--- src/rtl/fnb_div.sv ---
module fnb_div #(
  parameter int NW = 8,
  parameter int QB = 8
) (
  input  logic          clk,
  input  logic          rst_n,
  input  logic          start,
  input  logic [NW-1:0] n,
  input  logic [NW-1:0] d,
  output logic          done,
  output logic [QB-1:0] q
);

  localparam int CNTW = $clog2(QB + 1);

  logic [NW:0]     rem_r;
  logic [NW-1:0]   d_r;
  logic [QB-1:0]   q_r;
  logic [CNTW-1:0] cnt_r;
  logic            busy_r;
  logic            done_r;
  logic            ge;
  logic [NW:0]     diff;
  logic [NW:0]     r1;

  // Trial subtract of the divisor from the partial remainder
  assign ge   = rem_r >= {1'b0, d_r};
  assign diff = rem_r - {1'b0, d_r};
  assign r1   = ge ? diff : rem_r;

  // One quotient bit per cycle, restoring
  always_ff @(posedge clk) begin
    if (!rst_n) begin
      busy_r <= 1'b0;
      done_r <= 1'b0;
      cnt_r  <= '0;
    end else begin
      done_r <= 1'b0;
      if (start) begin
        rem_r  <= {1'b0, n};
        d_r    <= d;
        q_r    <= '0;
        cnt_r  <= CNTW'(QB);
        busy_r <= 1'b1;
      end else if (busy_r) begin
        rem_r <= {r1[NW-1:0], 1'b0};
        q_r   <= {q_r[QB-2:0], ge};
        cnt_r <= cnt_r - CNTW'(1);
        if (cnt_r == CNTW'(1)) begin
          busy_r <= 1'b0;
          done_r <= 1'b1;
        end
      end
    end
  end

  assign done = done_r;
  assign q    = q_r;

endmodule

--- config.mk ---
export PLATFORM = sky130hd
export DESIGN_NAME = fnb_div
export DESIGN_NICKNAME = d
export VERILOG_FILES = /design/src/rtl/fnb_div.sv
export SDC_FILE = /design/constraint.sdc
export NUM_CORES = 1
export LEC_CHECK = 0
export ABC_CLOCK_PERIOD_IN_PS = 4000
export CAP_MARGIN = 20
export CORE_MARGIN = 2
export CORE_UTILIZATION = 40
export CTS_CLUSTER_SIZE = 10
export DETAILED_ROUTE_END_ITERATION = 6
export DONT_BUFFER_PORTS = 1
export GPL_ROUTABILITY_DRIVEN = 0
export PLACE_DENSITY = 0.63
export SYNTH_ARGS = -nofsm -noshare
export SYNTH_HDL_FRONTEND = slang
export SYNTH_SLANG_ARGS = --single-unit
--- constraint.sdc ---
create_clock -name clk -period 4 [get_ports clk]
set_input_delay 0.2 -clock clk [delete_from_list [all_inputs] [get_ports clk]]
set_output_delay 0.2 -clock clk [all_outputs]
set_load 0.1 [all_outputs]
== Yosys cells after proc, flatten, opt, wreduce, memory -nomap -nowiden ==
Cells that the tools add are included.
Word-level totals
  flip-flop bits (word level): 31
  output and inout port bits: 9
  logic and storage cells: 29
Operators by class
  add/sub/neg operators: 2
  magnitude comparators: 1
  equality and inequality tests: 1
  muxes and demuxes: 10
  bitwise gates (word level): 2
  reductions and logical operators: 5
Operator list (number)
  $mux W8: 3
  $ge A9 B8 Y1: 1
  $mux W9: 1
  $mux W4: 2
  $sub A8 B8 Y8: 1
  $eq A4 B1 Y1 const B: 1
  $mux W1: 4
  $reduce_and A2 Y1: 2
  $sub A4 B1 Y4 const B: 1
  $reduce_or A3 Y1: 1
  $not A1 Y1: 2
  $reduce_bool A2 Y1: 1
  $reduce_or A2 Y1: 1

== Logic depth before layout (Yosys ltp) ==
  depth in word-level cells: 4
  depth in mapped cells: 8

== Least setup slack after synthesis ==
Ideal clock, no wire load.
  kind: register to register
  start point: reg rem_r[3]
  end point: reg rem_r[5] (data pin)
  data arrival time: 1739 ps
  slack: 2000 ps
  stages on the path, launching flop included: 7
  clock period less this slack: 2000 ps
  path through: edfxtp_1 ha_1 a21o_1 a21oi_4 a31o_4 a211oi_2 a311o_1
Between the ends
  cells in the longest elaborated chain, start to end: 4
  elaborated cells on any way between the ends: 5
  those cells by class: add/sub (1); order compare (1); mux (3)
RTL lines
  start: declaration: RTL line 16  | logic [NW:0] rem_r;
  start signal: assignment: RTL line 40  | rem_r <= {1'b0, n};
  start signal: assignment: RTL line 46  | rem_r <= {r1[NW-1:0], 1'b0};
  $sub A8 B8 Y8 or $ge A9 B8 Y1 (tied branches): RTL line 28, 27
  $mux W8 *: RTL line 29  | assign r1 = ge ? diff : rem_r;
  $mux W9 *: RTL line 45  | end else if (busy_r) begin
  $mux W8 *: RTL line 39  | if (start) begin
Mark *: on every way between the ends. The rest lies on a longest branch, timed or not. The select of a mux whose other input is x is not followed.
A chain may end at the register's enable or synchronous reset.

== Final worst setup path ==
Ends and elaborated chain as after synthesis.

==> flow_summary.toml <==
[routing]
detail_route.wl_per_cell_um = 15.4
drt-initial-drc-count = 64
wirelength_um = 3260
drtAntennaViolNets = 0
drc_errors = 0
vias = 1144
first_pass_iters = 4
via_per_inst = 5.40

[synth]
synth_compound_area_frac = 0.187
synth_top_area_frac = 0.434
synth_area_um2 = 1730
synth_mux_area_frac = 0
yosysMostFrequentCell = "edfxtp_1"
synth_cell_types = 49
synth_flop_cell = "edfxtp_1"
synth_commonest_cells = "edfxtp_1, inv_1, ha_1, nand2_1, nor2_1"
syn_nets = 179
syn_avg_cell_area_um2 = 11.6
synth_edf_count = 25
yosys.area.top_type = "edfxtp_1"
ys_warn_count = 0
synthSimpleGateAreaFrac = 0.152
synth_seq_cells = 31
synthXorXnorAreaFrac = 0.0304
synth_top_family_by_area = "compound AO/OA/AOI/OAI gates"
synth_fa_ha_area_frac = 0.0839
seq_area_frac_synth = 0.503
synth_area_leaders = "edfxtp_1, ha_1, dfxtp_1"
synth_cells = 149
async_flop_share = 0

[worst_hold_path]
hold_depth = 1
hold_class = "in -> reg"
worstHoldStart = "rst_n"

[critical_path]
critPathLaunchType = "register"
cp_slowest_cell = "edfxtp_1"
critical_path_required_ns = 4.04
cp-end-kind = "register"
cp_cell_sequence = "ha_1, a21o_1, a21oi_4, a31o_4, a211oi_2, a311o_1"
crit_fanout = 7
path_class = "reg -> reg"
startpoint = "rem_r[3]"
crit-reg2reg-capture = "rem_r[5]"
slowest_delay_ns = 0.43
crit_end = "rem_r[5]"
rr_worst_depth = 6
reg2reg_slack_ns = 1.82
arrival_ns = 2.22
reg2reg_from = "rem_r[3]"

[placement]
place_ws_ns = 1.84
hpwl_um = 2390
placed_area_um2 = 1770
io_buffer_count = 0
dp.cells = 196

[cts]
clk_pin_slew_ns = 0.07
tritoncts = "yes"
cts.htree.levels = 2
cts_num_sinks = 31
post-cts-setup-buffers = 0
numCtsBuffers = 5
cts-root-buf = "clkbuf_8"
clock_path_buffers = 2
clk_latency_ns = 0.29

[floorplanning]
fp-row-count = 23
core-area_um2 = 4090
ios = 28
dieHeight_um = 69.8
die_x_um = 69.8
initial_core_util = 0.423
dieArea_um2 = 4870

[finish]
final_util = 0.480
multiInputGateArea_um2 = 785
filler_cell_count = 383
instances_no_fill = 212
regArea_um2 = 871
antennaDiodeCount = 0
layout-drive-gt1-share = 0.123
area_delta_synth_final_pct = 13.4
final_nets = 191
fin_area_um2 = 1960

[global_route]
gr-usage-all-layers = 0.143
grt_start_max_net_pins = 24
grt_overflow_total = 0
first_global_vias = 1129
grt_antenna_before_repair = 0
grt_pass1_wl_um = 5420

[timing]
post-route-period-util = 0.545
tightest_slew_ns = 0.940
finalHoldViolCount = 0
relSlewSlack = 0.373
min_period_ns = 2.18
fmax_mhz = 458
finalMaxSlewViolations = 0
grt_setup_unrepaired = "false"
tns_ns = 0
setup_ws_ns = 1.82
finClkSkew_ns = 0.00782
finalSetupViolCount = 0
hold_ws_ns = 0.0612

[flow_run]
max_cap_viol_count = 0

[power_and_ir_drop]
vdd_drop_max_v = 0.000211
power.density_nw_per_um2 = 455
p_leak_nw = 0.737
total_power_uw = 894

[outcome]
status = "finished, final reports clean"
## layer usage
layer / vias to the layer above / part of all wire / track usage
met1: 548 / 0.45 / 0.180
met5: - / 0 / 0
met4: 0 / 0.014 / 0.0641
met2: 23 / 0.50 / 0.225
met3: 4 / 0.038 / 0.0451
li1: 569 / - / -
## layout by cell type (no fill, tap or decap), types with 3 or more instances in the layout
master          n
xor2_1          3
clkbuf_8        5
nor2_1         10
a311oi_1        3
dfxtp_1         6
a21boi_0        3
edfxtp_1       25
ha_1           10
and2_1          3
nand2_1        10
o21ai_0         4
inv_1          15
a21o_1          3
xnor2_1         3
nor2b_1         8
dlygate4sd3_1   8
## flip-flops by register name, indices dropped and copies added, names as in the netlist
signal,count
q,8
rem_r,9
busy_r,1
cnt_r,4
d_r,8
done,1
## report_power, final
group | leakage (nW) | switching (mW) | internal (mW) | total [mW]
clock | 0.0556 | 0.117 | 0.182 | 0.299
sequential | 0.289 | 0.0506 | 0.379 | 0.429
combinational | 0.392 | 0.0916 | 0.0738 | 0.165
total | 0.737 | 0.259 | 0.635 | 0.894
## critical path, delay by kind of cell (launching register included)
kind            cells  cell delay, ns
compound gates      5            1.10
fa+ha+maj           1            0.42
flops               1            0.43
## layout make-up
type                    count  area share
flip-flops and latches     31       0.444
multi-input cells         100       0.400
repair buffers              8      0.0408
clock buffers               5      0.0351
well taps                  50      0.0319
inverters                  15      0.0287
clock inverters             3      0.0198
## logic make-up after synthesis
kind of cell | Yosys count
AND/OR/NAND/NOR | 48
AO/OA/AOI/OAI | 35
flip-flops | 31
buffers and inverters | 18
adder cells (fa/ha/maj) | 11
XOR/XNOR | 6
## timing repair
action	4_1_cts	5_1_grt
hold buffers	2	6
gates resized for setup	0	0
endpoints found under the hold margin	2	6
## how the worst min path moves through the flow
stage / end / slack, ns
6_report: cnt_r[3] / 0.06
5_1_grt: cnt_r[3] / 0.05
4_1_cts: d_r[7] / 0.001
3_5_place_dp: d_r[0] / 0.30
3_3_place_gp: d_r[0] / 0.30
2_1_floorplan: d_r[0] / 0.30
No activity file was read; power rests on OpenSTA's default activity.
