**config.mk**
```make
export PLATFORM = sky130hd
export DESIGN_NAME = fnb_mul
export DESIGN_NICKNAME = d
export VERILOG_FILES = /design/src/rtl/fnb_mul.sv
export SDC_FILE = /design/constraint.sdc
export NUM_CORES = 1
export LEC_CHECK = 0
export ABC_AREA = 1
export BUFFER_PORTS_ARGS = -buffer_cell sky130_fd_sc_hd__buf_2
export CORE_MARGIN = 1.5
export CORE_UTILIZATION = 34
export CTS_BUF_LIST = sky130_fd_sc_hd__clkbuf_8
export DETAILED_ROUTE_END_ITERATION = 12
export PLACE_DENSITY = 0.65
export REMOVE_ABC_BUFFERS = 1
export SYNTH_ARGS = -nofsm -noshare
export SYNTH_HDL_FRONTEND = slang
export SYNTH_SLANG_ARGS = --single-unit
```
**constraint.sdc**
```tcl
create_clock -name clk -period 2.1 [get_ports clk]
set_input_delay 0.63 -clock clk [delete_from_list [all_inputs] [get_ports clk]]
set_output_delay 0.63 -clock clk [all_outputs]
set_load 0.01 [all_outputs]
```
**src/rtl/fnb_mul.sv**
```systemverilog
module fnb_mul #(
  parameter int AW = 8
) (
  input  logic            clk,
  input  logic            rst_n,
  input  logic            start,
  input  logic [AW-1:0]   a,
  input  logic [AW-1:0]   b,
  output logic            done,
  output logic [2*AW-1:0] p
);

  localparam int CNTW = $clog2(AW + 1);

  logic [AW-1:0]   a_r;
  logic [2*AW-1:0] prod_r;
  logic [CNTW-1:0] cnt_r;
  logic            busy_r;
  logic            done_r;
  logic [AW:0]     upper;

  // Add the multiplicand under the current multiplier bit
  assign upper = {1'b0, prod_r[2*AW-1:AW]} + {1'b0, (prod_r[0] ? a_r : {AW{1'b0}})};

  // Shift one multiplier bit out per cycle
  always_ff @(posedge clk) begin
    if (!rst_n) begin
      busy_r <= 1'b0;
      done_r <= 1'b0;
      cnt_r  <= '0;
    end else begin
      done_r <= 1'b0;
      if (start) begin
        a_r    <= a;
        prod_r <= {{AW{1'b0}}, b};
        cnt_r  <= CNTW'(AW);
        busy_r <= 1'b1;
      end else if (busy_r) begin
        prod_r <= {upper, prod_r[AW-1:1]};
        cnt_r  <= cnt_r - CNTW'(1);
        if (cnt_r == CNTW'(1)) begin
          busy_r <= 1'b0;
          done_r <= 1'b1;
        end
      end
    end
  end

  assign done = done_r;
  assign p    = prod_r;

endmodule

```
# Word level (Yosys, flattened, before mapping)
# Cells that the tools add are included.
[totals]
register_bits = 30
wordCells = 26
n_memories = 0
mem_bits_rw = 0
latch_bits = 0
romBits = 0
inputBits = 19
[op_classes]
eq_ne = 1
muxes = 9
div = 0
order_cmp = 0
mul = 0
n_shift = 0
bitwise = 2
n_addsub = 2
reduce_logical = 5
[op_table]
columns = ["cell", "count"]
rows = [
  ["two-way mux 16 bit", 1],
  ["two-way mux 8 bit", 2],
  ["adder 8 x 8 -> 9 bit", 1],
  ["two-way mux 4 bit", 2],
  ["equality test 4 x 1 -> 1 bit, second input constant", 1],
  ["two-way mux 1 bit", 4],
  ["AND reduction 2 bit", 2],
  ["subtractor 4 x 1 -> 4 bit, second input constant", 1],
  ["OR reduction 3 bit", 1],
  ["NOT 1 bit", 2],
  ["nonzero test 2 bit", 1],
  ["OR reduction 2 bit", 1],
]

# Logic depth before layout (Yosys ltp)
[depth]
depth_word = 4
mapped_depth = 11
mapped_depth_nobuf = 10

# Worst setup path before layout
# OpenSTA, ideal clock, no wires.
[synth_timing]
path_kind = "register to register"
startpoint = "register prod_r[0], in the netlist p[0]"
endpoint = "register prod_r[11], in the netlist p[11], data pin"
setup_slack_ns = 0.246
t_arrival_ns = 1.601
t_required_ns = 1.847
path_stages_with_launch = 10
path_cell_list = "edfxtp_1 clkbuf_1 nand2_1 inv_1 ha_1 fa_1 nand2_1 nand3_1 nor2_1 nor2_1"
[synth_via]
elab_chain_len = 3
[synth_lines]
columns = ["item", "line_no", "text"]
rows = [
  ["start, declared", "16", "logic [2*AW-1:0] prod_r;"],
  ["start signal, assigned", "35", "prod_r <= {{AW{1'b0}}, b};"],
  ["start signal, assigned", "39", "prod_r <= {upper, prod_r[AW-1:1]};"],
  ["two-way mux 8 bit", "23", "assign upper = {1'b0, prod_r[2*AW-1:AW]} + {1'b0, (prod_r[0] ? a_r : {AW{1'b0}})};"],
  ["adder 8 x 8 -> 9 bit", "23", ""],
  ["two-way mux 16 bit", "38", "end else if (busy_r) begin"],
]
# Every way passes these cells. The select of a mux whose other input is x is not followed.
# A chain may end at the register's enable or synchronous reset.

# Worst setup path after layout
[layout_timing]
startpoint = "register prod_r[0], in the netlist p[0]"
endpoint = "register prod_r[13], in the netlist p[13], data pin"
# Same word-level chain as after synthesis.

==> flow_metrics.py <==
metrics = {
    "worst_setup_path": {
        "end_kind": "flip-flop",
        "start_kind": "flip-flop",
        "path_class": "reg -> reg",
        "cp_max_fo": 9,
        "critPathArrivalTime_ns": 1.97,
        "critPathRequiredTime_ns": 2.13,
    },
    "sta": {
        "rsz0062_at_grt": "false",
        "slew_violations": 0,
        "finalSetupViolCount": 0,
        "fin_tns_setup_ns": 0,
        "clock.fmax_mhz": 514,
        "hold_violations": 0,
        "finClkSkew_ns": 0.00430,
        "period_needed_ns": 1.94,
        "worst_pin_slew_ns": 0.367,
        "max_slew_margin_pct": 75.5,
        "timing.hold.ws_ns": 0.480,
        "fin_crit_sh_pct": 92.6,
    },
    "finish": {
        "drive_above_1_share_pct": 24.2,
        "num_antenna_cells": 0,
        "fin_cells": 271,
        "nNetsFinal": 248,
        "n_fill_cell": 439,
        "syn_to_final_growth_pct": 25.1,
    },
    "route": {
        "route.vias.total": 1222,
        "antenna_left": 0,
        "drt_iter0_drc": 44,
        "drc": 0,
        "first_pass_iters": 6,
        "wl_per_cell_um": 11.4,
        "via_per_inst": 4.51,
        "routed_wl_um": 3090,
    },
    "floorplan": {
        "row_count": 24,
        "dieArea_um2": 5000,
        "core-area_um2": 4380,
        "start_util_pct": 35.6,
        "die_y_um": 70.7,
        "die_width_um": 70.7,
        "io_pins": 36,
    },
    "global_routing": {
        "grt_overflow": 0,
        "antenna_found_initial": 0,
        "grt_pass1_vias": 1243,
        "grt_use_total_pct": 13.8,
        "grt_pass1_wl_um": 5420,
        "grt_max_degree": 17,
    },
    "yosys": {
        "ys_top_cells_by_count": "59 x nand2_1, 25 x inv_1, 24 x edfxtp_1",
        "synth-seq-cells": 30,
        "synth_top_area_share_pct": 46.2,
        "yosysTopAreaCell": "edfxtp_1",
        "syn_area_per_cell_um2": 8.87,
        "yosysSeqAreaShare_pct": 53.9,
        "ys.flop_type": "edfxtp_1",
        "synth_edf_count": 24,
        "syn-instance-count": 176,
        "synth.area.top_cells": "edfxtp_1 46%, nand2_1 14%, ha_1 8.0%, dfxtp_1 7.7%, inv_1 6.0%",
        "yosysWarnings": 0,
        "synth_most_common_cell": "nand2_1",
        "async_flop_share_pct": 0,
        "synth.distinct_cells": 24,
        "synth_area_um2": 1560,
    },
    "hold_path": {
        "hp-class": "reg -> reg",
    },
    "clocking": {
        "cts_buffers": 5,
        "holdBufCountCts": 0,
        "cts_tree": "yes",
        "post_cts_buffers": 0,
        "h-tree-depth": 2,
        "cts_root_buf": "clkbuf_8",
        "clockBufferDepth": 2,
        "cts.sinks": 30,
        "clk_latency_ns": 0.28,
        "cts_resized": 0,
        "clk_pin_slew_ns": 0.07,
    },
    "run_status": {
        "status": "finished, final reports clean",
    },
    "power_and_ir_drop": {
        "ir_worst_vdd_uv": 501,
        "powerDensity_nw_per_um2": 864,
        "leakage_nw": 0.983,
    },
    "placement": {
        "gp_congestion": 0.782,
        "place_inst": 263,
        "portBuffers": 35,
        "dp_hpwl_um": 2280,
    },
    "flow_run": {
        "maxCapViolations": 0,
    },
}
-- metrics by stage --
step	worst slack [ns]	area, µm²	total power [mW]	util, %
2_1_floorplan	0.323	1550	0.881	-
3_3_place_gp	0.280	1810	0.961	41.3
3_5_place_dp	0.208	1810	0.965	41.3
4_1_cts	0.147	1950	1.70	44.5
5_1_grt	0.0167	1950	1.77	44.5
6_report	0.156	1950	1.69	44.5
-- final cells by class --
class | instances | area [µm²] | share of cell area (%)
clock inverter | 2 | 60.1 | 3.08
clock buffer | 6 | 82.6 | 4.23
timing repair buffer | 38 | 198 | 10.1
tap | 52 | 65.1 | 3.33
multi-input combinational | 116 | 602 | 30.8
sequential | 30 | 841 | 43.1
inverter | 27 | 104 | 5.32
-- power by group --
part	leakage, nW	switching [mW]	internal (mW)
clock network	0.0714	0.228	0.506
logic	0.632	0.140	0.0959
registers	0.280	0.0246	0.693
-- cell families (layout without fill, tap and decap cells) --
family,after synthesis,in the layout,share of synthesized area (%)
AOI/OAI and AO/OA,17,17,6.09
adders and majority gates,11,11,9.30
buffers and inverters,30,73,7.54
DFF,30,30,53.9
and+or+nand+nor,88,88,23.2
-- path summary, 6_finish.rpt --
path,start,end,slack [ns],cells after the start
setup / recovery,p[0],p[13],0.16,8
hold / removal,cnt_r[3],cnt_r[3],0.48,2
setup reg to reg,p[0],p[13],0.16,8
hold reg to reg,cnt_r[3],cnt_r[3],0.48,2
-- sequential cells by signal (all words and copies together), names as in the netlist --
name	cells
cnt_r	4
p	16
done	1
busy_r	1
a_r	8
-- per-layer routing --
layer  up-vias  part of all wire [%]  track usage [%]  wire length (µm)
met5         -                     0                0                 0
met4         0                   1.0             4.40                31
met3         5                   5.0             4.13               153
met2        27                    45             22.5              1380
met1       543                    49             17.7              1520
li1        647                     -                -                 -
-- placed cells by master, fill, tap and decap left out --
cell,netlist,layout
dfxtp_1,6,6
buf_2,2,35
nand3b_1,1,1
nand2_2,1,1
a21oi_1,9,9
bufinv_16,0,2
nor2_2,1,1
inv_2,1,1
a21oi_2,1,1
o21a_1,2,2
nor2_1,15,15
nand3_1,8,8
o21ai_1,2,2
inv_1,25,25
clkbuf_8,0,6
edfxtp_1,24,24
a31oi_1,1,1
nand2_1,59,59
nor4_1,1,1
o21ai_0,2,2
inv_4,1,1
and2_4,1,1
or2_4,1,1
ha_1,10,10
fa_1,1,1
buf_4,0,3
-- critical path, cell delays in order, from the launching register on --
cell and delay, ns:
edfxtp_1 0.52, nand2_1 0.10, inv_1 0.04, ha_1 0.20, fa_1 0.42, nand3_1 0.11, nand3_1 0.09, nor2_1 0.13
nor2_1 0.08
Note: power is estimated with default switching activity, not from simulation.
