## config.mk

```make
export PLATFORM = sky130hd
export DESIGN_NAME = fnb_isqrt
export DESIGN_NICKNAME = d
export VERILOG_FILES = /design/src/rtl/fnb_isqrt.sv
export SDC_FILE = /design/constraint.sdc
export NUM_CORES = 1
export LEC_CHECK = 0
export ABC_AREA = 1
export BUFFER_PORTS_ARGS = -buffer_cell sky130_fd_sc_hd__buf_4
export CAP_MARGIN = 5
export CELL_PAD_IN_SITES_DETAIL_PLACEMENT = 1
export CELL_PAD_IN_SITES_GLOBAL_PLACEMENT = 1
export CORE_ASPECT_RATIO = 2
export CORE_UTILIZATION = 39
export DETAILED_ROUTE_END_ITERATION = 16
export PLACE_DENSITY_LB_ADDON = 0.1
export SETUP_SLACK_MARGIN = 0.02
export SLEW_MARGIN = 20
export SYNTH_ARGS = -nofsm -noshare
export SYNTH_HDL_FRONTEND = slang
export SYNTH_SLANG_ARGS = --single-unit
```

## constraint.sdc

```tcl
create_clock -name clk -period 4.77 [get_ports clk]
set_clock_uncertainty 0.1 [all_clocks]
set_input_delay 0.954 -clock clk [delete_from_list [all_inputs] [get_ports clk]]
set_output_delay 0.954 -clock clk [all_outputs]
set_load 0.005 [all_outputs]
```

## src/rtl/fnb_isqrt.sv

```systemverilog
module fnb_isqrt #(
  parameter int RB = 16
) (
  input  logic            clk,
  input  logic            rst_n,
  input  logic            start,
  input  logic [2*RB-1:0] x,
  output logic            done,
  output logic [RB-1:0]   s
);

  localparam int CNTW = $clog2(RB + 1);

  logic [2*RB-1:0] x_r;
  logic [RB+1:0]   rem_r;
  logic [RB-1:0]   root_r;
  logic [CNTW-1:0] cnt_r;
  logic            busy_r;
  logic            done_r;
  logic [RB+1:0]   rem_sh;
  logic [RB+1:0]   trial;
  logic            ge;

  // Bring down the next two radicand bits and try 4r+1
  assign rem_sh = {rem_r[RB-1:0], x_r[2*RB-1:2*RB-2]};
  assign trial  = {root_r, 2'b01};
  assign ge     = rem_sh >= trial;

  // One root bit per cycle
  always_ff @(posedge clk) begin
    if (!rst_n) begin
      busy_r <= 1'b0;
      done_r <= 1'b0;
      cnt_r  <= '0;
    end else begin
      done_r <= 1'b0;
      if (start) begin
        x_r    <= x;
        rem_r  <= '0;
        root_r <= '0;
        cnt_r  <= CNTW'(RB);
        busy_r <= 1'b1;
      end else if (busy_r) begin
        x_r    <= {x_r[2*RB-3:0], 2'b00};
        rem_r  <= ge ? rem_sh - trial : rem_sh;
        root_r <= {root_r[RB-2:0], ge};
        cnt_r  <= cnt_r - CNTW'(1);
        if (cnt_r == CNTW'(1)) begin
          busy_r <= 1'b0;
          done_r <= 1'b1;
        end
      end
    end
  end

  assign done = done_r;
  assign s    = root_r;

endmodule

```

# == Word-level counts from Yosys, hierarchy flattened ==
# Index checks and enable logic that the tools add are counted.
# classes
bitwise,2
n_mux,11
n_eq_ne,1
add_sub_neg,2
n_reduce_logical,4
n_lt_le_gt_ge,1
# ops
cell,n
32-bit two-way mux,2
16-bit two-way mux,3
18-bit greater-or-equal comparator,1
16-bit subtractor,1
5-bit two-way mux,2
"5-bit by 1-bit == test with 1-bit output, second input constant",1
"5-bit by 1-bit subtractor with 5-bit output, second input constant",1
1-bit two-way mux,4
3-bit OR reduction,1
1-bit NOT,2
2-bit AND reduction,1
2-bit nonzero test,1
2-bit OR reduction,1
# word_totals
output_inout_bits,17
wordCells,28
reg_bits,71
in_bits,35

# == Longest topological paths before layout ==
# Gate-level depths: netlist (run 1).
# depth
depth_word,4
depth_mapped,14
depth_no_buf,14

# == Worst setup path after synthesis (run 1) ==
# No wires, ideal clock.
# synth_path
path_type,input -> register
startpoint,input port start
endpoint,register busy_r
setup_time_ns,0.073
path_slack_ns,-0.064
path_buffers,0
t_required_ns,4.597
stages,4
t_arrival_ns,4.661
path_cell_list,inv_1 > a21oi_1 > o21ai_0 > inv_1
# synth_via
elab_chain_len,1
# synth_lines
element,line_no,rtl
from (decl),6,"input logic start,"
1-bit two-way mux,37,if (start) begin
to (signal assigned),32,busy_r <= 1'b0;
to (signal assigned),42,busy_r <= 1'b1;
to (signal assigned),49,busy_r <= 1'b0;
to (decl),18,logic busy_r;
# No other way between the ends.
# A chain may end at the register's enable or synchronous reset.

# == Worst setup path after layout (run 1) ==
# layout_path
startpoint,input port start
endpoint,"register root_r[4], in the netlist s[4] (enable)"
# layout_via
elab_chain_len,2
# layout_lines
element,line_no,rtl
2-bit nonzero test (no line),--,
2-bit AND reduction (no line),--,
to (signal assigned),46,"root_r <= {root_r[RB-2:0], ge};"
to (decl),16,logic [RB-1:0] root_r;
# No other way between the ends.

==> metrics.json, run 1 <==
{
  "syn-cell-area": {"value": 0.00419, "unit": "mm^2"},
  "setup-tns-final": {"value": 0, "unit": "ns"},
  "worst_ir_drop_vdd": {"value": 0.205, "unit": "mV"},
  "clock.fmax": {"value": 357, "unit": "MHz"},
  "status": {"value": "complete, no violations"},
  "seqPwrFrac": {"value": 43.0, "unit": "%"},
  "antenna_cells_inserted": {"value": 0},
  "p_switching": {"value": 512, "unit": "uW"},
  "post_drt_via_cell_ratio": {"value": 4.81},
  "cts_made_buffers": {"value": 9},
  "synth_sequential_area_ratio": {"value": 49.2, "unit": "%"},
  "cts-resized-gates": {"value": 0},
  "num_io_pins": {"value": 52},
  "critPathMaxFanout": {"value": 53},
  "postCtsSetupRepairBufs": {"value": 0},
  "clock_pin_slew_on_the_worst_setup_and_hold_paths": {"value": 0.05, "unit": "ns"},
  "fp.dieArea": {"value": 0.0112, "unit": "mm^2"},
  "area.growth.synth_to_final": {"value": 18.7, "unit": "%"},
  "worst_skew_late_latency": {"value": 0.33, "unit": "ns"},
  "route.top_layer_used": {"value": "met4"},
  "length_of_routed_met3_wiring": {"value": 225, "unit": "um"},
  "drive_gt1_share": {"value": 15.1, "unit": "%"},
  "cp-start-kind": {"value": "primary input"},
  "route.antenna.remaining_nets": {"value": 0},
  "finalNetCount": {"value": 640},
  "cellPowerDensity": {"value": 354, "unit": "mW/mm^2"},
  "worst-endpoint-required": {"value": 4.62, "unit": "ns"},
  "worst_slew_pin_slew": {"value": 0.735, "unit": "ns"},
  "finalWorstPathRequiredPeriod": {"value": 2.80, "unit": "ns"},
  "drt_pre_antenna_iters": {"value": 4},
  "cts.hold.buffers_added": {"value": 0},
  "cts.sink_count": {"value": 71},
  "drt-wirelength-per-cell": {"value": 14.5, "unit": "um"},
  "cts_tree": {"value": "yes"},
  "sw_frac_of_total": {"value": 29.0, "unit": "%"},
  "synthDistinctLibCells": {"value": 31},
  "hp-class": {"value": "flip-flop to flip-flop"},
  "fp.dieW": {"value": 75.3, "unit": "um"},
  "final_hold_viol_count": {"value": 0},
  "routed_wirelength": {"value": 10.5, "unit": "mm"},
  "i_o_buffers": {"value": 51},
  "global_route_usage_over_all_layers": {"value": 20.9, "unit": "%"},
  "placement.setup.worst_slack": {"value": 1.62, "unit": "ns"},
  "critical_path_arrival": {"value": 2.65, "unit": "ns"},
  "antenna_violations_before_repair": {"value": 0},
  "route.layer.met1.wl": {"value": 3.75, "unit": "mm"},
  "mostFrequentLayoutCell": {"value": "nand2_1"},
  "most-common-layout-cells": {"value": "214 x nand2_1, 78 x inv_1, 64 x edfxtp_1, 60 x nor2_1, 53 x buf_4"},
  "syn-mean-instance-area": {"value": 7.87, "unit": "um^2"},
  "detailroute.wirelength.met2": {"value": 6.09, "unit": "mm"},
  "floorplan.initialDensity": {"value": 40.0, "unit": "%"},
  "number_of_synthesized_register_bits": {"value": 71},
  "detailroute.via_count": {"value": 3489},
  "postSynthCellCount": {"value": 533},
  "cell_internal_pwr": {"value": 1.25, "unit": "mW"},
  "syn-num-nets": {"value": 588},
  "route.detailed.drc": {"value": 0},
  "globalplace.congestion": {"value": 0.805},
  "pwr-share-clk": {"value": 35.1, "unit": "%"},
  "fp-row-count": {"value": 53},
  "core": {"value": 0.0105, "unit": "mm^2"},
  "finalSetupViolCount": {"value": 0},
  "cellLeakagePower": {"value": 2.50, "unit": "nW"},
  "cts.root.buffer_cell": {"value": "clkbuf_16"},
  "place.detailed.hpwl": {"value": 8.01, "unit": "mm"},
  "report.final.slew_viol_count": {"value": 0},
  "first_iter_violations": {"value": 87},
  "grt_start_max_net_pins": {"value": 54},
  "die-height": {"value": 149, "unit": "um"},
  "max-clock-path-buffers": {"value": 2},
  "htree_levels": {"value": 3},
  "timing.max_slew.rel_slack": {"value": 51.0, "unit": "%"},
  "yosys_warning_count": {"value": 0},
  "maxCapViolCount": {"value": 0},
  "global_route.overflow_total": {"value": 0},
  "path_class": {"value": "primary input to flip-flop"},
  "combPwrFrac": {"value": 21.9, "unit": "%"},
  "final.setup.worst_slack": {"value": 1.97, "unit": "ns"},
  "final_clock_period_utilization_by_the_worst_path": {"value": 58.6, "unit": "%"},
  "rsz0062_at_grt": {"value": "no"},
  "critPathCaptureType": {"value": "flip-flop"},
  "grt_pass1_vias": {"value": 3733},
  "grt_pass1_wl": {"value": 17.0, "unit": "mm"}
}
[Yosys cell counts, drive strengths merged]
cell / count / area [um^2]
a211oi: 1 / 7.51
a21oi: 9 / 45.0
a31oi: 1 / 6.26
and2: 2 / 12.5
and3: 1 / 6.26
buf: 6 / 42.5
clkbuf: 6 / 22.5
dfxtp: 7 / 140
edfxtp: 64 / 1920
ha: 20 / 250
inv: 83 / 312
nand2: 225 / 891
nand3: 19 / 100
nand3b: 5 / 37.5
nand4: 5 / 31.3
nor2: 66 / 277
nor3: 3 / 15.0
o21ai: 3 / 15.0
xnor2: 3 / 26.3
xor2: 4 / 35.0
[flip-flops by register name, indices dropped and copies added (netlist names)]
signal	flops
x_r	32
done	1
s	16
rem_r	16
cnt_r	5
busy_r	1
[path summary, 6_finish.rpt]
path	slack (ns)	end	cells past startpoint	startpoint
worst min register to register	0.41	x_r[27]	2	x_r[25]
worst max-delay path	1.97	s[4]	4	start
worst max register to register	2.18	rem_r[5]	13	s[0]
worst min-delay path	0.41	x_r[27]	2	x_r[25]
[final cells by class]
class	instances	area, um^2
fillers	1375	5500
flip-flops and latches	71	2060
multi-input cells	367	1770
repair buffers	53	398
inverters	83	312
clock buffers	14	264
well taps	137	171
clock inverters	1	5.00
[worst max-delay path: stages]
cell     delay (ns)
buf_4          0.40
inv_1          0.17
a21oi_4        0.40
buf_4          0.64
[logic make-up after synthesis]
kind of cell / share of synthesized area [%]
adder cells (fa/ha/maj): 5.97
flip-flops: 49.2
XOR/XNOR: 1.46
AO/OA/AOI/OAI: 1.76
buffers and inverters: 8.98
AND/OR/NAND/NOR: 32.7
[power groups by stage]
| stage | Clock [mW] | Sequential [mW] | Combinational, mW |
|---|---|---|---|
| floorplan | 0 | 0.766 | 0.275 |
| global placement | 0 | 0.769 | 0.379 |
| detailed placement | 0 | 0.771 | 0.392 |
| CTS | 0.633 | 0.759 | 0.395 |
| global route | 0.663 | 0.763 | 0.440 |
| finish | 0.619 | 0.759 | 0.386 |
[per-layer routing]
layer | vias to the layer above | track usage (%)
met4 | 0 | 11.9
met1 | 1647 | 20.0
met5 | - | 0
li1 | 1755 | -
met2 | 59 | 39.6
met3 | 28 | 3.52
[per-stage QoR]
stage / utilization, % / hold slack, ns / std cells / instance area, um^2 / power (mW)
after global routing: 47.5 / 0.426 / 726 / 4980 / 1.87
final: 47.5 / 0.413 / 726 / 4980 / 1.76
after detailed placement: 44.9 / 0.406 / 711 / 4710 / 1.16
after CTS: 47.5 / 0.420 / 726 / 4980 / 1.79
after global placement: 44.9 / 0.363 / 711 / 4710 / 1.15
after floorplan: - / 0.346 / 533 / 4200 / 1.04
Note: power is estimated with default switching activity, not from simulation.
==> inputs of run 2 (changes only) <==
--- a/config.mk
+++ b/config.mk
@@ -5,13 +5,13 @@
 export SDC_FILE = /design/constraint.sdc
 export NUM_CORES = 1
 export LEC_CHECK = 0
-export ABC_AREA = 1
+export ABC_AREA = 0
 export BUFFER_PORTS_ARGS = -buffer_cell sky130_fd_sc_hd__buf_4
 export CAP_MARGIN = 5
 export CELL_PAD_IN_SITES_DETAIL_PLACEMENT = 1
 export CELL_PAD_IN_SITES_GLOBAL_PLACEMENT = 1
 export CORE_ASPECT_RATIO = 2
-export CORE_UTILIZATION = 39
+export CORE_UTILIZATION = 42
 export DETAILED_ROUTE_END_ITERATION = 16
 export PLACE_DENSITY_LB_ADDON = 0.1
 export SETUP_SLACK_MARGIN = 0.02
==> constraint.sdc (replaced) <==
create_clock -name clk -period 2.4 [get_ports clk]
set_clock_uncertainty 0.1 [all_clocks]
set_input_delay 0.48 -clock clk [delete_from_list [all_inputs] [get_ports clk]]
set_output_delay 0.48 -clock clk [all_outputs]
set_load 0.005 [all_outputs]
==> metrics.json, run 2 <==
{
  "pwr-share-clk": {"value": 31.3, "unit": "%", "change": "was 35.1%"},
  "cts.hold.buffers_added": {"value": 0, "change": "unchanged"},
  "grt.met2_usage": {"value": 47.5, "unit": "%", "change": "was 39.6%"},
  "finalSetupViolCount": {"value": 14, "change": "was 0"},
  "max-clock-path-buffers": {"value": 2, "change": "unchanged"},
  "grt_start_max_net_pins": {"value": 44, "change": "was 54"},
  "final.setup.worst_slack": {"value": -0.0788, "unit": "ns", "change": "was 1.97 ns"},
  "sw_frac_of_total": {"value": 28.6, "unit": "%", "change": "was 29.0%"},
  "route.antenna.remaining_nets": {"value": 0, "change": "unchanged"},
  "cts.root.buffer_cell": {"value": "clkbuf_16", "change": "unchanged"},
  "drive_gt1_share": {"value": 55.1, "unit": "%", "change": "was 15.1%"},
  "syn-mean-instance-area": {"value": 12.1, "unit": "um^2", "change": "was 7.87 um^2"},
  "path_class": {"value": "flip-flop to flip-flop", "change": "was primary input to flip-flop"},
  "drt-wirelength-per-cell": {"value": 19.4, "unit": "um", "change": "was 14.5 um"},
  "clock.fmax": {"value": 403, "unit": "MHz"},
  "core": {"value": 0.00895, "unit": "mm^2", "change": "was 0.0105 mm^2"},
  "synth_top_area_cell": {"value": "edfxtp_1", "change": "unchanged"},
  "globalplace.congestion": {"value": 0.795, "change": "was 0.805"},
  "synthDistinctLibCells": {"value": 53, "change": "was 31"},
  "report.final.slew_viol_count": {"value": 0, "change": "unchanged"},
  "final_hold_viol_count": {"value": 0, "change": "unchanged"},
  "die-height": {"value": 137, "unit": "um", "change": "was 149 um"},
  "i_o_buffers": {"value": 51, "change": "unchanged"},
  "antenna_violations_before_repair": {"value": 0, "change": "unchanged"},
  "seqPwrFrac": {"value": 39.1, "unit": "%", "change": "was 43.0%"},
  "final_clock_period_utilization_by_the_worst_path": {"value": 103, "unit": "%"},
  "grt_pass1_vias": {"value": 3559, "change": "was 3733"},
  "regMostFlops": {"value": "x_r", "change": "unchanged"},
  "clock_pin_slew_on_the_worst_setup_and_hold_paths": {"value": 0.06, "unit": "ns", "change": "was 0.05 ns"},
  "rsz0062_at_grt": {"value": "yes", "change": "was no"},
  "critPathMaxFanout": {"value": 9, "change": "was 53"},
  "post-synth-top-area-fraction": {"value": 50.1, "unit": "%", "change": "was 45.8%"},
  "drt_pre_antenna_iters": {"value": 4, "change": "unchanged"},
  "synth_sequential_area_ratio": {"value": 53.7, "unit": "%", "change": "was 49.2%"},
  "critPathCaptureType": {"value": "flip-flop", "change": "unchanged"},
  "fp.dieArea": {"value": 0.00955, "unit": "mm^2", "change": "was 0.0112 mm^2"},
  "worst-endpoint-required": {"value": 2.39, "unit": "ns", "change": "was 4.62 ns"},
  "syn-num-nets": {"value": 371, "change": "was 588"},
  "synthTopCellsByCount": {"value": "64 x edfxtp_1, 35 x nor2_1, 31 x mux2_2, 26 x inv_1, 20 x ha_1", "change": "was 214 x nand2_1, 78 x inv_1, 64 x edfxtp_1, 60 x nor2_1, 20 x ha_1"},
  "design_power_total": {"value": 3.88, "unit": "mW", "change": "was 1.76 mW"},
  "cell_type_of_the_slowest_stage_on_the_worst_timing_path": {"value": "edfxtp_1", "change": "was buf_4"},
  "area.growth.synth_to_final": {"value": 50.0, "unit": "%", "change": "was 18.7%"},
  "finalWorstPathRequiredPeriod": {"value": 2.48, "unit": "ns"},
  "dpl.cell_count": {"value": 537, "change": "was 711"},
  "fp-row-count": {"value": 49, "change": "was 53"},
  "critical_path_arrival": {"value": 2.47, "unit": "ns", "change": "was 2.65 ns"},
  "htree_levels": {"value": 3, "change": "unchanged"},
  "worst_skew_late_latency": {"value": 0.34, "unit": "ns", "change": "was 0.33 ns"},
  "cell_internal_pwr": {"value": 2.77, "unit": "mW", "change": "was 1.25 mW"},
  "met1_usage": {"value": 23.8, "unit": "%", "change": "was 20.0%"},
  "most-common-layout-cells": {"value": "156 x buf_4, 64 x edfxtp_1, 33 x nor2_1, 31 x mux2_2, 16 x inv_1", "change": "was 214 x nand2_1, 78 x inv_1, 64 x edfxtp_1, 60 x nor2_1, 53 x buf_4"},
  "cts_made_buffers": {"value": 9, "change": "unchanged"},
  "grt_pass1_wl": {"value": 17.7, "unit": "mm", "change": "was 17.0 mm"},
  "worst_slew_pin_slew": {"value": 0.531, "unit": "ns", "change": "was 0.735 ns"},
  "status": {"value": "complete, but fails checks", "change": "was complete, no violations"},
  "yosys_warning_count": {"value": 0, "change": "unchanged"},
  "timing.critical_path.slowest_cell_delay": {"value": 0.46, "unit": "ns", "change": "was 0.64 ns"},
  "synth_most_common_cell": {"value": "edfxtp_1", "change": "was nand2_1"},
  "route.detailed.drc": {"value": 0, "change": "unchanged"},
  "detailroute.via_count": {"value": 3195, "change": "was 3489"},
  "worst_ir_drop_vdd": {"value": 0.490, "unit": "mV", "change": "was 0.205 mV"},
  "timing.max_slew.rel_slack": {"value": 64.4, "unit": "%", "change": "was 51.0%"},
  "first_iter_violations": {"value": 114, "change": "was 87"},
  "cts_tree": {"value": "yes", "change": "unchanged"},
  "final-instance-count-excl-fill": {"value": 590, "change": "was 726"},
  "met3_usage": {"value": 5.49, "unit": "%", "change": "was 3.52%"},
  "maxCapViolCount": {"value": 0, "change": "unchanged"},
  "p_switching": {"value": 1.11, "unit": "mW", "change": "was 512 uW"},
  "asyncSetResetFlopFracSynth": {"value": 0, "unit": "%", "change": "unchanged"},
  "crit_chain": {"value": "ha_4, nand4_1, nor2_2, a2111oi_4, buf_4, o21ai_4, buf_12, mux2i_1, nor2_1", "change": "was buf_4, inv_1, a21oi_4, buf_4"},
  "num_io_pins": {"value": 52, "change": "unchanged"},
  "yosys-top-cells-area": {"value": "edfxtp_1 50%, mux2_2 9.1%, ha_1 6.5%", "change": "was edfxtp_1 46%, nand2_1 19%, inv_1 7.0%"},
  "synth-main-ff-cell": {"value": "edfxtp_1", "change": "unchanged"},
  "cts.sink_count": {"value": 71, "change": "unchanged"},
  "number_of_synthesized_register_bits": {"value": 71, "change": "unchanged"},
  "mostFrequentLayoutCell": {"value": "buf_4", "change": "was nand2_1"},
  "syn-cell-area": {"value": 0.00384, "unit": "mm^2", "change": "was 0.00419 mm^2"},
  "cellLeakagePower": {"value": 2.41, "unit": "nW", "change": "was 2.50 nW"},
  "floorplan.initialDensity": {"value": 42.9, "unit": "%", "change": "was 40.0%"},
  "fp.dieW": {"value": 69.6, "unit": "um", "change": "was 75.3 um"},
  "hp-class": {"value": "primary input to flip-flop", "change": "was flip-flop to flip-flop"},
  "global_route_usage_over_all_layers": {"value": 25.0, "unit": "%", "change": "was 20.9%"},
  "cp-start-kind": {"value": "flip-flop", "change": "was primary input"},
  "cellPowerDensity": {"value": 675, "unit": "mW/mm^2", "change": "was 354 mW/mm^2"},
  "antenna_cells_inserted": {"value": 0, "change": "unchanged"},
  "top_usage_layer": {"value": "met2", "change": "unchanged"},
  "synth_enable_flop_cells": {"value": 64, "change": "unchanged"},
  "routed_wirelength": {"value": 11.4, "unit": "mm", "change": "was 10.5 mm"},
  "place.detailed.hpwl": {"value": 7.29, "unit": "mm", "change": "was 8.01 mm"},
  "max_ffs_per_register": {"value": 32, "change": "unchanged"},
  "global_route.overflow_total": {"value": 0, "change": "unchanged"},
  "postSynthCellCount": {"value": 316, "change": "was 533"},
  "post_drt_via_cell_ratio": {"value": 5.42, "change": "was 4.81"},
  "combPwrFrac": {"value": 29.6, "unit": "%", "change": "was 21.9%"},
  "finalNetCount": {"value": 538, "change": "was 640"},
  "failed_checks": {"value": "negative setup slack"}
}
run 2: cell count changes in the layout (fill, tap and decap cells not counted), moves of 16 or more:
cell and delta:
nor2_1 -27, buf_4 +103, inv_1 -62, nand2_1 -201, nand3_1 -16, mux2_2 +31
run 2: per-stage QoR:
step	area (um^2)	util, %	hold slack, ns	setup slack (ns)	TNS, ns
floorplan	3850	-	0.365	0.0225	0
global placement	4910	54.9	0.378	-0.161	-2.13
detailed placement	4910	54.9	0.416	-0.263	-3.89
CTS	5670	63.4	0.324	-0.0445	-0.347
global route	5760	64.3	0.324	-0.149	-1.87
finish	5760	64.3	0.328	-0.0788	-0.657
run 2: worst paths after layout:
kind	start	depth (start not counted)	slack (ns)	endpoint
worst max-delay path	rem_r[4]	9	-0.08	rem_r[7]
worst min-delay path	x[1]	2	0.33	x_r[1]
worst min register to register	cnt_r[3]	1	0.45	done
worst max register to register	rem_r[4]	9	-0.08	rem_r[7]
run 2: final cells by class:
class / count / area (um^2)
flip-flops and latches: 71 / 2060
multi-input cells: 211 / 1920
well taps: 102 / 128
fillers: 945 / 3200
clock inverters: 6 / 37.5
clock buffers: 10 / 229
repair buffers: 164 / 1280
inverters: 26 / 97.6
run 2: power groups by stage:
stage / clock (mW) / combinational, mW / sequential, mW
floorplan: 0 / 0.511 / 1.52
detailed placement: 0 / 0.897 / 1.53
CTS: 1.23 / 1.08 / 1.52
global placement: 0 / 0.867 / 1.53
global route: 1.27 / 1.23 / 1.53
finish: 1.22 / 1.15 / 1.52
run 2: metal layers:
metal  up-vias  share of wire, %
met4         0               6.2
li1       1492                 -
met3        47               3.4
met2        94                56
met5         -                 0
met1      1562                34
run 2: critical path: cells and delay by family, from the launching register on:
family,cells,cell delay (ns)
buffers and inverters,2,0.35
and+or+nand+nor,3,0.53
adders and majority gates,1,0.31
AOI/OAI and AO/OA,2,0.26
DFF,1,0.46
muxes,1,0.22
run 2: cell families (layout without fill, tap and decap cells):
logic type / Yosys count / after routing / share of synthesized area, %
and+or+nand+nor: 80 / 80 / 9.88
DFF: 71 / 71 / 53.7
AOI/OAI and AO/OA: 55 / 56 / 11.2
muxes: 40 / 40 / 11.6
buffers and inverters: 35 / 206 / 3.62
adders and majority gates: 20 / 20 / 6.52
xor gates and xnor gates: 15 / 15 / 3.42
run 2: timing repair:
item,in CTS,in global routing
setup endpoints to repair,17,18
resized for setup,42,16
buffers inserted,32,7
cloned,1,0
pin swaps,13,6
==> inputs of run 3 (changes only) <==
--- a/config.mk
+++ b/config.mk
@@ -15,6 +15,7 @@
 export DETAILED_ROUTE_END_ITERATION = 16
 export PLACE_DENSITY_LB_ADDON = 0.1
 export SETUP_SLACK_MARGIN = 0.02
+export SKIP_CTS_REPAIR_TIMING = 1
 export SLEW_MARGIN = 20
 export SYNTH_ARGS = -nofsm -noshare
 export SYNTH_HDL_FRONTEND = slang
==> metrics.json, run 3 (synthesis gave the netlist of run 2 again) <==
{
  "status": {"value": "complete, but fails checks", "change": "unchanged"},
  "failed_checks": {"value": "negative setup slack", "change": "unchanged"},
  "finalSetupViolCount": {"value": 16, "change": "was 14"},
  "drt_pre_antenna_iters": {"value": 4, "change": "unchanged"},
  "worst_slew_pin_slew": {"value": 0.487, "unit": "ns", "change": "was 0.531 ns"},
  "timing.critical_path.slowest_cell_delay": {"value": 0.48, "unit": "ns", "change": "was 0.46 ns"},
  "pwr-share-clk": {"value": 31.1, "unit": "%", "change": "was 31.3%"},
  "grt_pass1_vias": {"value": 3252, "change": "was 3559"},
  "cellPowerDensity": {"value": 680, "unit": "mW/mm^2", "change": "was 675 mW/mm^2"},
  "seqPwrFrac": {"value": 39.0, "unit": "%", "change": "was 39.1%"},
  "area.growth.synth_to_final": {"value": 49.3, "unit": "%", "change": "was 50.0%"},
  "drive_gt1_share": {"value": 55.6, "unit": "%", "change": "was 55.1%"},
  "report.final.slew_viol_count": {"value": 0, "change": "unchanged"},
  "clock.fmax": {"value": 390, "unit": "MHz", "change": "was 403 MHz"},
  "i_o_buffers": {"value": 51, "change": "unchanged"},
  "core": {"value": 0.00895, "unit": "mm^2", "change": "unchanged"},
  "cts.root.buffer_cell": {"value": "clkbuf_16", "change": "unchanged"},
  "route.antenna.remaining_nets": {"value": 0, "change": "unchanged"},
  "floorplan.initialDensity": {"value": 42.9, "unit": "%", "change": "unchanged"},
  "global_route_usage_over_all_layers": {"value": 21.7, "unit": "%", "change": "was 25.0%"},
  "detailroute.via_count": {"value": 3141, "change": "was 3195"},
  "sw_frac_of_total": {"value": 28.5, "unit": "%", "change": "was 28.6%"},
  "worst_skew_late_latency": {"value": 0.34, "unit": "ns", "change": "about the same"},
  "num_io_pins": {"value": 52, "change": "unchanged"},
  "rsz0062_at_grt": {"value": "yes", "change": "unchanged"},
  "fp.dieW": {"value": 69.6, "unit": "um", "change": "unchanged"},
  "cts_tree": {"value": "yes", "change": "unchanged"},
  "crit_chain": {"value": "ha_4, nand4_1, buf_6, o21bai_2, a2111oi_4, o21ai_4, clkbuf_16, mux2i_1, nor2_1", "change": "was ha_4, nand4_1, nor2_2, a2111oi_4, buf_4, o21ai_4, buf_12, mux2i_1, nor2_1"},
  "antenna_cells_inserted": {"value": 0, "change": "unchanged"},
  "place.detailed.hpwl": {"value": 7.29, "unit": "mm", "change": "unchanged"},
  "p_switching": {"value": 1.11, "unit": "mW", "change": "about the same"},
  "cp_top_family": {"value": "compound AO/OA/AOI/OAI gates", "change": "was simple AND/OR/NAND/NOR gates"},
  "mostFrequentLayoutCell": {"value": "buf_4", "change": "unchanged"},
  "critPathCaptureType": {"value": "flip-flop", "change": "unchanged"},
  "antenna_violations_before_repair": {"value": 0, "change": "unchanged"},
  "finalInstanceArea": {"value": 0.00573, "unit": "mm^2", "change": "was 0.00576 mm^2"},
  "worst-endpoint-required": {"value": 2.39, "unit": "ns", "change": "about the same"},
  "grt_start_max_net_pins": {"value": 44, "change": "unchanged"},
  "most-common-layout-cells": {"value": "150 x buf_4, 64 x edfxtp_1, 33 x nor2_1, 31 x mux2_2", "change": "was 156 x buf_4, 64 x edfxtp_1, 33 x nor2_1, 31 x mux2_2, 16 x inv_1"},
  "combPwrFrac": {"value": 29.9, "unit": "%", "change": "was 29.6%"},
  "clock_pin_slew_on_the_worst_setup_and_hold_paths": {"value": 0.06, "unit": "ns", "change": "about the same"},
  "critical_path_arrival": {"value": 2.55, "unit": "ns", "change": "was 2.47 ns"},
  "timing.max_slew.rel_slack": {"value": 67.1, "unit": "%", "change": "was 64.4%"},
  "final_hold_viol_count": {"value": 0, "change": "unchanged"},
  "htree_levels": {"value": 3, "change": "unchanged"},
  "cellLeakagePower": {"value": 2.40, "unit": "nW", "change": "was 2.41 nW"},
  "final_clock_period_utilization_by_the_worst_path": {"value": 107, "unit": "%", "change": "was 103%"},
  "finalWorstPathRequiredPeriod": {"value": 2.57, "unit": "ns", "change": "was 2.48 ns"},
  "die-height": {"value": 137, "unit": "um", "change": "unchanged"},
  "cts.sink_count": {"value": 71, "change": "unchanged"},
  "max-clock-path-buffers": {"value": 2, "change": "unchanged"},
  "cell_internal_pwr": {"value": 2.79, "unit": "mW", "change": "was 2.77 mW"},
  "fp.dieArea": {"value": 0.00955, "unit": "mm^2", "change": "unchanged"},
  "hold_ws": {"value": 0.325, "unit": "ns", "change": "was 0.328 ns"},
  "regMostFlops": {"value": "x_r", "change": "unchanged"},
  "num-fill-cells": {"value": 922, "change": "was 945"},
  "route.detailed.drc": {"value": 0, "change": "unchanged"},
  "design_power_total": {"value": 3.90, "unit": "mW", "change": "was 3.88 mW"},
  "hp-class": {"value": "primary input to flip-flop", "change": "unchanged"},
  "placed_cell_area": {"value": 0.00491, "unit": "mm^2", "change": "unchanged"},
  "critPathMaxFanout": {"value": 6, "change": "was 9"},
  "worst_ir_drop_vdd": {"value": 0.492, "unit": "mV", "change": "was 0.490 mV"},
  "routed_wirelength": {"value": 11.2, "unit": "mm", "change": "was 11.4 mm"},
  "globalplace.congestion": {"value": 0.795, "change": "unchanged"},
  "first_iter_violations": {"value": 120, "change": "was 114"},
  "finalNetCount": {"value": 530, "change": "was 538"},
  "fp-row-count": {"value": 49, "change": "unchanged"},
  "cts_made_buffers": {"value": 9, "change": "unchanged"},
  "drt-wirelength-per-cell": {"value": 19.3, "unit": "um", "change": "was 19.4 um"},
  "path_class": {"value": "flip-flop to flip-flop", "change": "unchanged"},
  "maxCapViolCount": {"value": 0, "change": "unchanged"},
  "global_route.overflow_total": {"value": 0, "change": "unchanged"},
  "cp-start-kind": {"value": "flip-flop", "change": "unchanged"},
  "max_ffs_per_register": {"value": 32, "change": "unchanged"},
  "final.setup.worst_slack": {"value": -0.166, "unit": "ns", "change": "was -0.0788 ns"},
  "grt_pass1_wl": {"value": 15.5, "unit": "mm", "change": "was 17.7 mm"},
  "critPathBufInv": {"value": 2, "change": "unchanged"},
  "post_drt_via_cell_ratio": {"value": 5.40, "change": "was 5.42"},
  "cell_type_of_the_slowest_stage_on_the_worst_timing_path": {"value": "edfxtp_1", "change": "unchanged"}
}
-- run 3: cell types whose count changed in the layout (fill, tap and decap cells not counted), moves of 2 or more --
cell    change
nor3_2      -2
buf_4       -6
inv_2       +4
buf_6       -2
inv_1       -4
-- run 3: power by group through the flow --
stage	registers, mW	clock network, mW	logic (mW)
CTS	1.51	1.23	0.907
detailed placement	1.53	0	0.897
floorplan	1.52	0	0.511
finish	1.52	1.21	1.16
global placement	1.53	0	0.867
global route	1.53	1.26	1.24
-- run 3: final cells by class --
class | count | area (um^2) | share of cell area [%]
Clock inverter | 6 | 37.5 | 0.655
Multi-Input combinational cell | 210 | 1940 | 33.8
Sequential cell | 71 | 2060 | 36.0
Inverter | 26 | 97.6 | 1.70
Clock buffer | 10 | 229 | 4.00
Timing Repair Buffer | 157 | 1240 | 21.6
Tap cell | 102 | 128 | 2.23
-- run 3: worst register-to-register path, delay by kind of cell (launching register included) --
kind                       cells  cell delay, ns
DFF                            1            0.48
and+or+nand+nor                2            0.20
AOI/OAI and AO/OA              3            0.64
adders and majority gates      1            0.32
muxes                          1            0.19
buffers and inverters          2            0.39
-- run 3: per-layer routing --
| layer | part of all wire, % | vias to the layer above | global-route usage [%] | routed length [um] |
|---|---|---|---|---|
| met3 | 2.8 | 40 | 4.68 | 315 |
| met5 | 0 | - | 0 | 0 |
| met2 | 58 | 83 | 42.9 | 6490 |
| met4 | 5.3 | 0 | 12.2 | 591 |
| li1 | - | 1476 | - | - |
| met1 | 34 | 1542 | 20.0 | 3820 |
-- run 3: final timing paths --
path / start / slack, ns / endpoint / depth (start not counted)
max: rem_r[4] / -0.17 / rem_r[8] / 9
min: x[1] / 0.32 / x_r[1] / 2
max reg2reg: rem_r[4] / -0.17 / rem_r[8] / 9
min reg2reg: x_r[4] / 0.45 / x_r[6] / 1
-- run 3: metrics by stage --
stage	util, %	std cells	setup slack [ns]	setup TNS (ns)
after floorplan	-	316	0.0225	0
after global placement	54.9	537	-0.161	-2.13
after detailed placement	54.9	537	-0.263	-3.89
after CTS	57.9	553	-0.293	-4.28
after global routing	64.0	582	-0.231	-2.06
final	64.0	582	-0.166	-1.42
